$ cat config.mk
export PLATFORM = sky130hd
export DESIGN_NAME = resp_array_token_parser
export DESIGN_NICKNAME = d
export VERILOG_FILES = /design/src/rtl/core/rap_pkg.sv /design/src/rtl/core/rap_step.sv /design/src/rtl/core/resp_array_token_parser.sv
export SDC_FILE = /design/constraint.sdc
export NUM_CORES = 1
export LEC_CHECK = 0
export ABC_AREA = 1
export BUFFER_PORTS_ARGS = -buffer_cell sky130_fd_sc_hd__buf_2
export CAP_MARGIN = 20
export CELL_PAD_IN_SITES_DETAIL_PLACEMENT = 0
export CELL_PAD_IN_SITES_GLOBAL_PLACEMENT = 2
export CORE_MARGIN = 5
export CORE_UTILIZATION = 36
export DETAILED_ROUTE_END_ITERATION = 8
export PLACE_DENSITY = 0.94
export SLEW_MARGIN = 5
export SYNTH_ARGS = -nofsm -noshare
export SYNTH_HDL_FRONTEND = slang
export SYNTH_SLANG_ARGS = --single-unit
export TNS_END_PERCENT = 5
$ cat constraint.sdc
create_clock -name clock -period 4.5 [get_ports clock]
set_clock_uncertainty 0.05 [all_clocks]
set_input_delay 0.45 -clock clock [delete_from_list [all_inputs] [get_ports clock]]
set_output_delay 0.45 -clock clock [all_outputs]
set_load 0.02 [all_outputs]
$ cat src/rtl/core/rap_pkg.sv
`timescale 1ns / 1ps

package rap_pkg;

   localparam int NUMBER_WIDTH_DEFAULT = 32;

   // Framing characters
   localparam logic [7:0] CHAR_STAR   = 8'h2A;
   localparam logic [7:0] CHAR_DOLLAR = 8'h24;
   localparam logic [7:0] CHAR_CR     = 8'h0D;
   localparam logic [7:0] CHAR_LF     = 8'h0A;
   localparam logic [7:0] CHAR_SPACE  = 8'h20;
   localparam logic [7:0] CHAR_TAB    = 8'h09;
   localparam logic [7:0] CHAR_ZERO   = 8'h30;
   localparam logic [7:0] CHAR_NINE   = 8'h39;

   typedef enum logic [3:0] {
      MODE_START = 4'b0001,
      MODE_WS    = 4'b0010,
      MODE_RESP  = 4'b0100,
      MODE_STOP  = 4'b1000
   } mode_type;

   typedef enum logic [9:0] {
      PH_CNT_FIRST = 10'b00_0000_0001,
      PH_CNT_MORE  = 10'b00_0000_0010,
      PH_CNT_LF    = 10'b00_0000_0100,
      PH_DOLLAR    = 10'b00_0000_1000,
      PH_LEN_FIRST = 10'b00_0001_0000,
      PH_LEN_MORE  = 10'b00_0010_0000,
      PH_LEN_LF    = 10'b00_0100_0000,
      PH_PAYLOAD   = 10'b00_1000_0000,
      PH_SKIP      = 10'b01_0000_0000,
      PH_DONE      = 10'b10_0000_0000
   } phase_type;

   typedef enum logic [1:0] {
      ST_OK        = 2'd0,
      ST_MALFORMED = 2'd1,
      ST_TRUNCATED = 2'd2
   } status_type;

   typedef struct packed {
      mode_type  mode;
      phase_type phase;
      logic      inside_token;
   } ctrl_type;

   typedef struct packed {
      logic [7:0] token_byte;
      logic       byte_valid;
      logic       token_end;
      logic       message_done;
      status_type status;
   } result_type;

   localparam ctrl_type CTRL_RESET = '{mode: MODE_START, phase: PH_CNT_FIRST,
                                       inside_token: 1'b0};

endpackage

$ cat src/rtl/core/rap_step.sv
`timescale 1ns / 1ps

// One byte of parsing: next state and the result beat for that byte.
module rap_step #(
   parameter int NUMBER_WIDTH = rap_pkg::NUMBER_WIDTH_DEFAULT
) (
   input  logic [7:0]              data_byte,
   input  logic                    end_of_message,
   input  rap_pkg::ctrl_type       ctrl_cur,
   input  logic [NUMBER_WIDTH-1:0] elements_cur,
   input  logic [NUMBER_WIDTH-1:0] bytes_cur,
   input  logic [NUMBER_WIDTH-1:0] acc_cur,
   output rap_pkg::ctrl_type       ctrl_nxt,
   output logic [NUMBER_WIDTH-1:0] elements_nxt,
   output logic [NUMBER_WIDTH-1:0] bytes_nxt,
   output logic [NUMBER_WIDTH-1:0] acc_nxt,
   output rap_pkg::result_type     result,
   output logic                    has_result
);
   import rap_pkg::*;

   localparam int WIDE = NUMBER_WIDTH + 4;

   logic            is_digit;
   logic            is_space;
   logic [WIDE-1:0] acc_ext;
   logic [WIDE-1:0] acc_sum;
   logic            acc_ovf;
   logic            used;
   ctrl_type        ctrl_v;

   // Character classes and the decimal accumulate (acc * 10 + digit)
   assign is_digit = (data_byte >= CHAR_ZERO) && (data_byte <= CHAR_NINE);
   assign is_space = (data_byte == CHAR_SPACE) ||
                     ((data_byte >= CHAR_TAB) && (data_byte <= CHAR_CR));
   assign acc_ext  = {4'b0000, acc_cur};
   assign acc_sum  = (acc_ext << 3) + (acc_ext << 1) +
                     {{NUMBER_WIDTH{1'b0}}, data_byte[3:0]};
   assign acc_ovf  = |acc_sum[WIDE-1:NUMBER_WIDTH];

   always_comb begin
      ctrl_v       = ctrl_cur;
      elements_nxt = elements_cur;
      bytes_nxt    = bytes_cur;
      acc_nxt      = acc_cur;
      result       = '0;
      used         = 1'b0;

      // First byte picks the framing
      if (ctrl_v.mode == MODE_START) begin
         if (data_byte == CHAR_STAR) begin
            ctrl_v.mode  = MODE_RESP;
            ctrl_v.phase = PH_CNT_FIRST;
            used         = 1'b1;
         end else begin
            ctrl_v.mode = MODE_WS;
         end
      end

      if (!used) begin
         if (ctrl_v.mode == MODE_WS) begin
            if (is_space) begin
               result.token_end    = ctrl_v.inside_token;
               ctrl_v.inside_token = 1'b0;
            end else begin
               result.token_byte   = data_byte;
               result.byte_valid   = 1'b1;
               ctrl_v.inside_token = 1'b1;
            end
         end else if (ctrl_v.mode == MODE_RESP) begin
            unique case (ctrl_v.phase)
               PH_CNT_FIRST, PH_LEN_FIRST: begin
                  if (!is_digit) begin
                     ctrl_v.mode = MODE_STOP;
                  end else begin
                     acc_nxt      = NUMBER_WIDTH'(data_byte[3:0]);
                     ctrl_v.phase = (ctrl_v.phase == PH_CNT_FIRST) ? PH_CNT_MORE
                                                                   : PH_LEN_MORE;
                  end
               end
               PH_CNT_MORE, PH_LEN_MORE: begin
                  if (data_byte == CHAR_CR) begin
                     ctrl_v.phase = (ctrl_v.phase == PH_CNT_MORE) ? PH_CNT_LF
                                                                  : PH_LEN_LF;
                  end else if (!is_digit || acc_ovf) begin
                     ctrl_v.mode = MODE_STOP;
                  end else begin
                     acc_nxt = acc_sum[NUMBER_WIDTH-1:0];
                  end
               end
               PH_CNT_LF: begin
                  if (data_byte != CHAR_LF) begin
                     ctrl_v.mode = MODE_STOP;
                  end else begin
                     elements_nxt = acc_cur;
                     ctrl_v.phase = (acc_cur != '0) ? PH_DOLLAR : PH_DONE;
                  end
               end
               PH_DOLLAR: begin
                  if (data_byte != CHAR_DOLLAR) begin
                     ctrl_v.mode = MODE_STOP;
                  end else begin
                     ctrl_v.phase = PH_LEN_FIRST;
                  end
               end
               PH_LEN_LF: begin
                  if (data_byte != CHAR_LF) begin
                     ctrl_v.mode = MODE_STOP;
                  end else if (acc_cur == '0) begin
                     // empty element: token ends with no byte
                     result.token_end = 1'b1;
                     bytes_nxt        = NUMBER_WIDTH'(2);
                     ctrl_v.phase     = PH_SKIP;
                  end else begin
                     bytes_nxt    = acc_cur;
                     ctrl_v.phase = PH_PAYLOAD;
                  end
               end
               PH_PAYLOAD: begin
                  result.token_byte = data_byte;
                  result.byte_valid = 1'b1;
                  bytes_nxt         = bytes_cur - NUMBER_WIDTH'(1);
                  if (bytes_cur == NUMBER_WIDTH'(1)) begin
                     result.token_end = 1'b1;
                     bytes_nxt        = NUMBER_WIDTH'(2);
                     ctrl_v.phase     = PH_SKIP;
                  end
               end
               PH_SKIP: begin
                  // two trailing bytes, content ignored
                  bytes_nxt = bytes_cur - NUMBER_WIDTH'(1);
                  if (bytes_cur == NUMBER_WIDTH'(1)) begin
                     elements_nxt = elements_cur - NUMBER_WIDTH'(1);
                     ctrl_v.phase = (elements_cur != NUMBER_WIDTH'(1)) ? PH_DOLLAR
                                                                       : PH_DONE;
                  end
               end
               PH_DONE: begin
               end
               default: begin
                  ctrl_v.mode = MODE_STOP;
               end
            endcase
         end
      end

      // Message end: status, closing token, back to reset state
      ctrl_nxt = ctrl_v;
      if (end_of_message) begin
         result.message_done = 1'b1;
         if (ctrl_v.mode == MODE_WS) begin
            if (ctrl_v.inside_token) begin
               result.token_end = 1'b1;
            end
         end else if (ctrl_v.mode == MODE_RESP) begin
            if (ctrl_v.phase == PH_PAYLOAD) begin
               result.token_end = 1'b1;
            end
            result.status = (ctrl_v.phase == PH_DONE) ? ST_OK : ST_TRUNCATED;
         end else if (ctrl_v.mode == MODE_STOP) begin
            result.status = ST_MALFORMED;
         end
         ctrl_nxt     = CTRL_RESET;
         elements_nxt = '0;
         bytes_nxt    = '0;
         acc_nxt      = '0;
      end

      has_result = result.byte_valid || result.token_end || result.message_done;
   end

endmodule

$ cat src/rtl/core/resp_array_token_parser.sv
`timescale 1ns / 1ps

// Channel  Dir  Beat
// req_     in   tdata[7:0] data_byte, tlast end_of_message
// rsp_     out  tdata[7:0] token_byte, tuser[0] byte_valid, tuser[1] token_end,
//               tuser[3:2] status, tlast message_done
//
// One byte per cycle sustained while rsp_ does not stall; a byte passes from its req_
// beat through the input register and the single parse stage into the result register.
// Bytes that make no result (framing, skipped, ignored) advance the state but make no beat.
// Reset clears the parse state and both valid flags.
// A stall on rsp_ holds the result register; the input register keeps taking
// beats until it too is full.
module resp_array_token_parser #(
   parameter int NUMBER_WIDTH = rap_pkg::NUMBER_WIDTH_DEFAULT
) (
   input  logic       clock,
   input  logic       reset,
   input  logic       req_tvalid,
   output logic       req_tready,
   input  logic [7:0] req_tdata,   // [7:0] data_byte
   input  logic       req_tlast,
   output logic       rsp_tvalid,
   input  logic       rsp_tready,
   output logic [7:0] rsp_tdata,   // [7:0] token_byte
   output logic [3:0] rsp_tuser,   // [0] byte_valid, [1] token_end, [3:2] status
   output logic       rsp_tlast
);
   import rap_pkg::*;

   logic                    in_valid_ff, in_valid_in;
   logic [7:0]              in_data_ff;
   logic                    in_last_ff;
   ctrl_type                ctrl_ff, ctrl_in;
   logic [NUMBER_WIDTH-1:0] elements_ff, elements_in;
   logic [NUMBER_WIDTH-1:0] bytes_ff, bytes_in;
   logic [NUMBER_WIDTH-1:0] acc_ff, acc_in;
   logic                    rsp_valid_ff, rsp_valid_in;
   result_type              rsp_ff, step_result;
   logic                    step_has_result;
   logic                    out_free;
   logic                    advance;

   // Handshake: the parse stage moves when its result slot is free or draining
   assign out_free    = !rsp_valid_ff || rsp_tready;
   assign advance     = in_valid_ff && out_free;
   assign req_tready  = !in_valid_ff || out_free;
   assign in_valid_in = req_tready ? req_tvalid : in_valid_ff;

   always_comb begin
      if (advance) begin
         rsp_valid_in = step_has_result;
      end else if (rsp_tready) begin
         rsp_valid_in = 1'b0;
      end else begin
         rsp_valid_in = rsp_valid_ff;
      end
   end

   rap_step #(
      .NUMBER_WIDTH(NUMBER_WIDTH)
   ) u_step (
      .data_byte      (in_data_ff),
      .end_of_message (in_last_ff),
      .ctrl_cur       (ctrl_ff),
      .elements_cur   (elements_ff),
      .bytes_cur      (bytes_ff),
      .acc_cur        (acc_ff),
      .ctrl_nxt       (ctrl_in),
      .elements_nxt   (elements_in),
      .bytes_nxt      (bytes_in),
      .acc_nxt        (acc_in),
      .result         (step_result),
      .has_result     (step_has_result)
   );

   // Control and parse state
   always_ff @(posedge clock) begin
      if (reset) begin
         in_valid_ff  <= 1'b0;
         rsp_valid_ff <= 1'b0;
         ctrl_ff      <= CTRL_RESET;
         elements_ff  <= '0;
         bytes_ff     <= '0;
         acc_ff       <= '0;
      end else begin
         in_valid_ff  <= in_valid_in;
         rsp_valid_ff <= rsp_valid_in;
         if (advance) begin
            ctrl_ff     <= ctrl_in;
            elements_ff <= elements_in;
            bytes_ff    <= bytes_in;
            acc_ff      <= acc_in;
         end
      end
   end

   // Payload registers
   always_ff @(posedge clock) begin
      if (req_tvalid && req_tready) begin
         in_data_ff <= req_tdata;
         in_last_ff <= req_tlast;
      end
      if (advance && step_has_result) begin
         rsp_ff <= step_result;
      end
   end

   assign rsp_tvalid = rsp_valid_ff;
   assign rsp_tdata  = rsp_ff.token_byte;
   assign rsp_tuser  = {rsp_ff.status, rsp_ff.token_end, rsp_ff.byte_valid};
   assign rsp_tlast  = rsp_ff.message_done;

endmodule

==> impl_metrics.csv <==
group,metric,value,unit
status,outcome,"finished clean",
place,dp_hpwl,26100,µm
global_routing,grt_use_total,20.8,%
die,die_w,183,µm
detailed_routing,wl_met3,1690,µm
clocking,clock_path_buffers,2,
worst_setup_path,reg2reg_slack,0.53,ns
clocking,root_buffer,"clkbuf_16",
die,die_y,183,µm
timing,rsz0062_at_grt,"no",
detailed_routing,vias,11100,
clocking,tritoncts,"done",
synth,syn_inst,1666,
detailed_routing,drc,0,
worst_setup_path,crit_fanout,31,
timing,hold_viol,0,
place,port_buffers,27,
hold_path,holdPathStages,1,
synth,synth-xor-area-share,5.50,%
final_layout,area_delta_synth_final,9.99,%
worst_setup_path,required,4.74,ns
final_layout,finalNetCount,1752,
die,io_pins,28,
final_layout,final_cell_mix,"357 x nand2_1, 200 x nor2_1, 180 x inv_1",
synth,synth_top_area_cell,"dfxtp_1",
timing,worst_pin_slew,0.996,ns
final_layout,fin_cells,2073,
synth,synth_simple_gate_area_share,30.2,%
clocking,cts-resized-gates,0,
power,max-vdd-ir-drop,0.189,mV
worst_setup_path,crit_arrival,4.21,ns
synth,netlist.area_leader.share,20.9,%
clocking,numCtsBuffers,17,
die,dieArea,33700,µm²
die,floorplan.initialDensity,36.5,%
detailed_routing,dr.pass1.iters,5,
detailed_routing,top_layer,"met4",
timing,period_needed,3.97,ns
flow_run,maxCapViolCount,0,
place,gp_congestion,0.877,
global_routing,grt_overflow,0,
timing,hold_slack,0.134,ns
die,row_count,63,
worst_setup_path,rr_worst_depth,22,
synth,yosysSeqAreaShare,27.0,%
synth,synthDistinctLibCells,54,
clocking,ctsHoldBuffers,0,
timing,fmax,252,MHz
final_layout,insertedDiodeCount,0,
power,p_leak,0.00556,µW
detailed_routing,via_per_inst,5.36,
global_routing,grt_max_degree,66,
synth,syn_area,10800,µm²
global_routing,antenna_found_initial,0,
synth,ys_top_cells_by_area,"dfxtp_1 21%, nand2_1 12%, ha_1 7.7%, a21oi_1 7.4%, nor2_1 6.9%",
final_layout,multi_input_area,6880,µm²
detailed_routing,met1_length,17300,µm
clocking,clk_pin_slew,0.07,ns
worst_setup_path,startpoint_type,"flip-flop",
timing,setup_tns,0,ns
synth,synth_top_family_by_area,"simple AND/OR/NAND/NOR gates",
power,power_density,283,nW/µm²
clocking,post_cts_buffers,0,
hold_path,hold_path_class,"in -> reg",
synth,muxShareOfSynthArea,0,%
worst_setup_path,startpoint,"in_data_ff[2]",
timing,min_period_over_period,88.1,%
worst_setup_path,rr_startpoint,"in_data_ff[2]",
final_layout,fill_cells,3171,
worst_setup_path,critPathKind,"reg -> reg",
detailed_routing,drtAntennaViolNets,0,
worst_setup_path,end_kind,"flip-flop",
synth,ys_seq_elements,135,
detailed_routing,dr_wl_met2,15600,µm
synth,synthAdderAreaFrac,8.11,%
final_layout,layout_commonest_cell,"nand2_1",
timing,slew_headroom,33.0,%
synth,yosys_warnings,0,
detailed_routing,drt_iter0_drc,855,
detailed_routing,postRouteWirelength,35200,µm
final_layout,drive_gt1_share,7.78,%
timing,setup_violations,0,
die,core,29600,µm²
global_routing,grt_pass1_wl,56700,µm
timing,report.final.slew_viol_count,0,
worst_setup_path,r2r_end,"acc_ff[24]",
final_layout,seqCellArea,2920,µm²
synth,synth_fp_nets,1748,
synth,synth_compound_area_share,19.7,%
synth,synth_area_per_cell,6.50,µm²
place,placed_cells,2041,
clocking,htree_levels,4,
worst_setup_path,crit_path_end,"acc_ff[24]",
global_routing,grt_pass1_vias,10500,
detailed_routing,avgRoutedWirePerCell,17.0,µm
clocking,numClockSinks,135,
clocking,clock_latency,0.44,ns
==> metal layers <==
metal,vias to the layer above,GRT usage (%)
met4,0,4.98
met2,264,32.4
met3,43,2.93
met1,5217,30.3
met5,-,0
li1,5581,-
==> through the flow <==
stage | power, µW | setup WS (ns) | area (µm²) | utilization [%]
after floorplan | 1750 | 1.28 | 10800 | -
after global placement | 1890 | 0.818 | 11300 | 38.2
after detailed placement | 1900 | 0.652 | 11300 | 38.2
after CTS | 3390 | 0.607 | 11900 | 40.2
after global routing | 3520 | 0.193 | 11900 | 40.2
final | 3370 | 0.535 | 11900 | 40.2
==> how the worst min path moves through the flow <==
stage,start,slack [ns],endpoint
6_report,req_tdata[3],0.13,in_data_ff[3]
3_5_place_dp,elements_ff[7],0.42,elements_ff[7]
3_3_place_gp,ctrl_ff[0],0.41,ctrl_ff[0]
4_1_cts,req_tlast,0.13,in_last_ff
2_1_floorplan,in_last_ff,0.39,rsp_tlast
5_1_grt,req_tdata[7],0.13,in_data_ff[7]
==> cell families after synthesis <==
| family | count (synthesis) |
|---|---|
| fa+ha+maj | 69 |
| flops | 135 |
| compound gates | 385 |
| xor+xnor | 68 |
| buf+inv | 258 |
| simple gates | 751 |
==> synthesized netlist by cell type (all sizes together) <==
library cell and instances:
or3 1, o211a 1, nor3b 4, inv 197, xor2 55, and3 2
fa 2, or2 3, o211ai 13, buf 29, o221ai 4, ha 67
o21a 1, nor2 206, a221oi 3, a21oi 162, nand4 29, o21bai 7
o41ai 1, a31oi 10, o21ai 155, o22ai 2, nor3 48, nor4 10
edfxtp 22, dfxtp 113, nand2 368, a211oi 18, clkbuf 32, o2111ai 4
nand3 78, o311ai 1, a21boi 1, a2111oi 1, nand3b 2, xnor2 13
a311oi 1
==> registers in the layout, summed over array words and instances (netlist names) <==
name	flops
acc_ff	32
bytes_ff	32
elements_ff	32
ctrl_ff	15
in_data_ff	8
rsp_tdata	8
rsp_tuser	4
in_last_ff	1
in_valid_ff	1
rsp_tlast	1
rsp_tvalid	1
==> report_power, final <==
part	switching, µW	internal, µW	total, µW	leakage, µW
Sequential	46.9	1270	1320	0.00113
Combinational	373	187	560	0.00414
Clock	654	844	1500	0.000297
==> critical path, stage by stage (launching register included) <==
cell and delay (ns):
edfxtp_1 0.51, ha_1 0.34, ha_1 0.23, inv_1 0.09
fa_1 0.38, inv_1 0.10, nand3_1 0.08, nand2_1 0.11
nand2_1 0.07, nand2_1 0.14, nand2_1 0.08, nand2_1 0.17
nand2_1 0.11, nand3_1 0.08, nand2_1 0.08, nor3_1 0.18
nand3_1 0.10, nand2_1 0.09, nand3_2 0.09, inv_2 0.38
o21ai_0 0.19, o21ai_1 0.11, nor2_1 0.05
==> area by class of cell <==
| type | count | area share [%] |
|---|---|---|
| multi-input cells | 1273 | 57.7 |
| flip-flops and latches | 135 | 24.5 |
| inverters | 197 | 6.21 |
| well taps | 390 | 4.10 |
| clock buffers | 17 | 3.57 |
| repair buffers | 46 | 2.33 |
| clock inverters | 15 | 1.51 |
(Power assumes the default switching activity.)
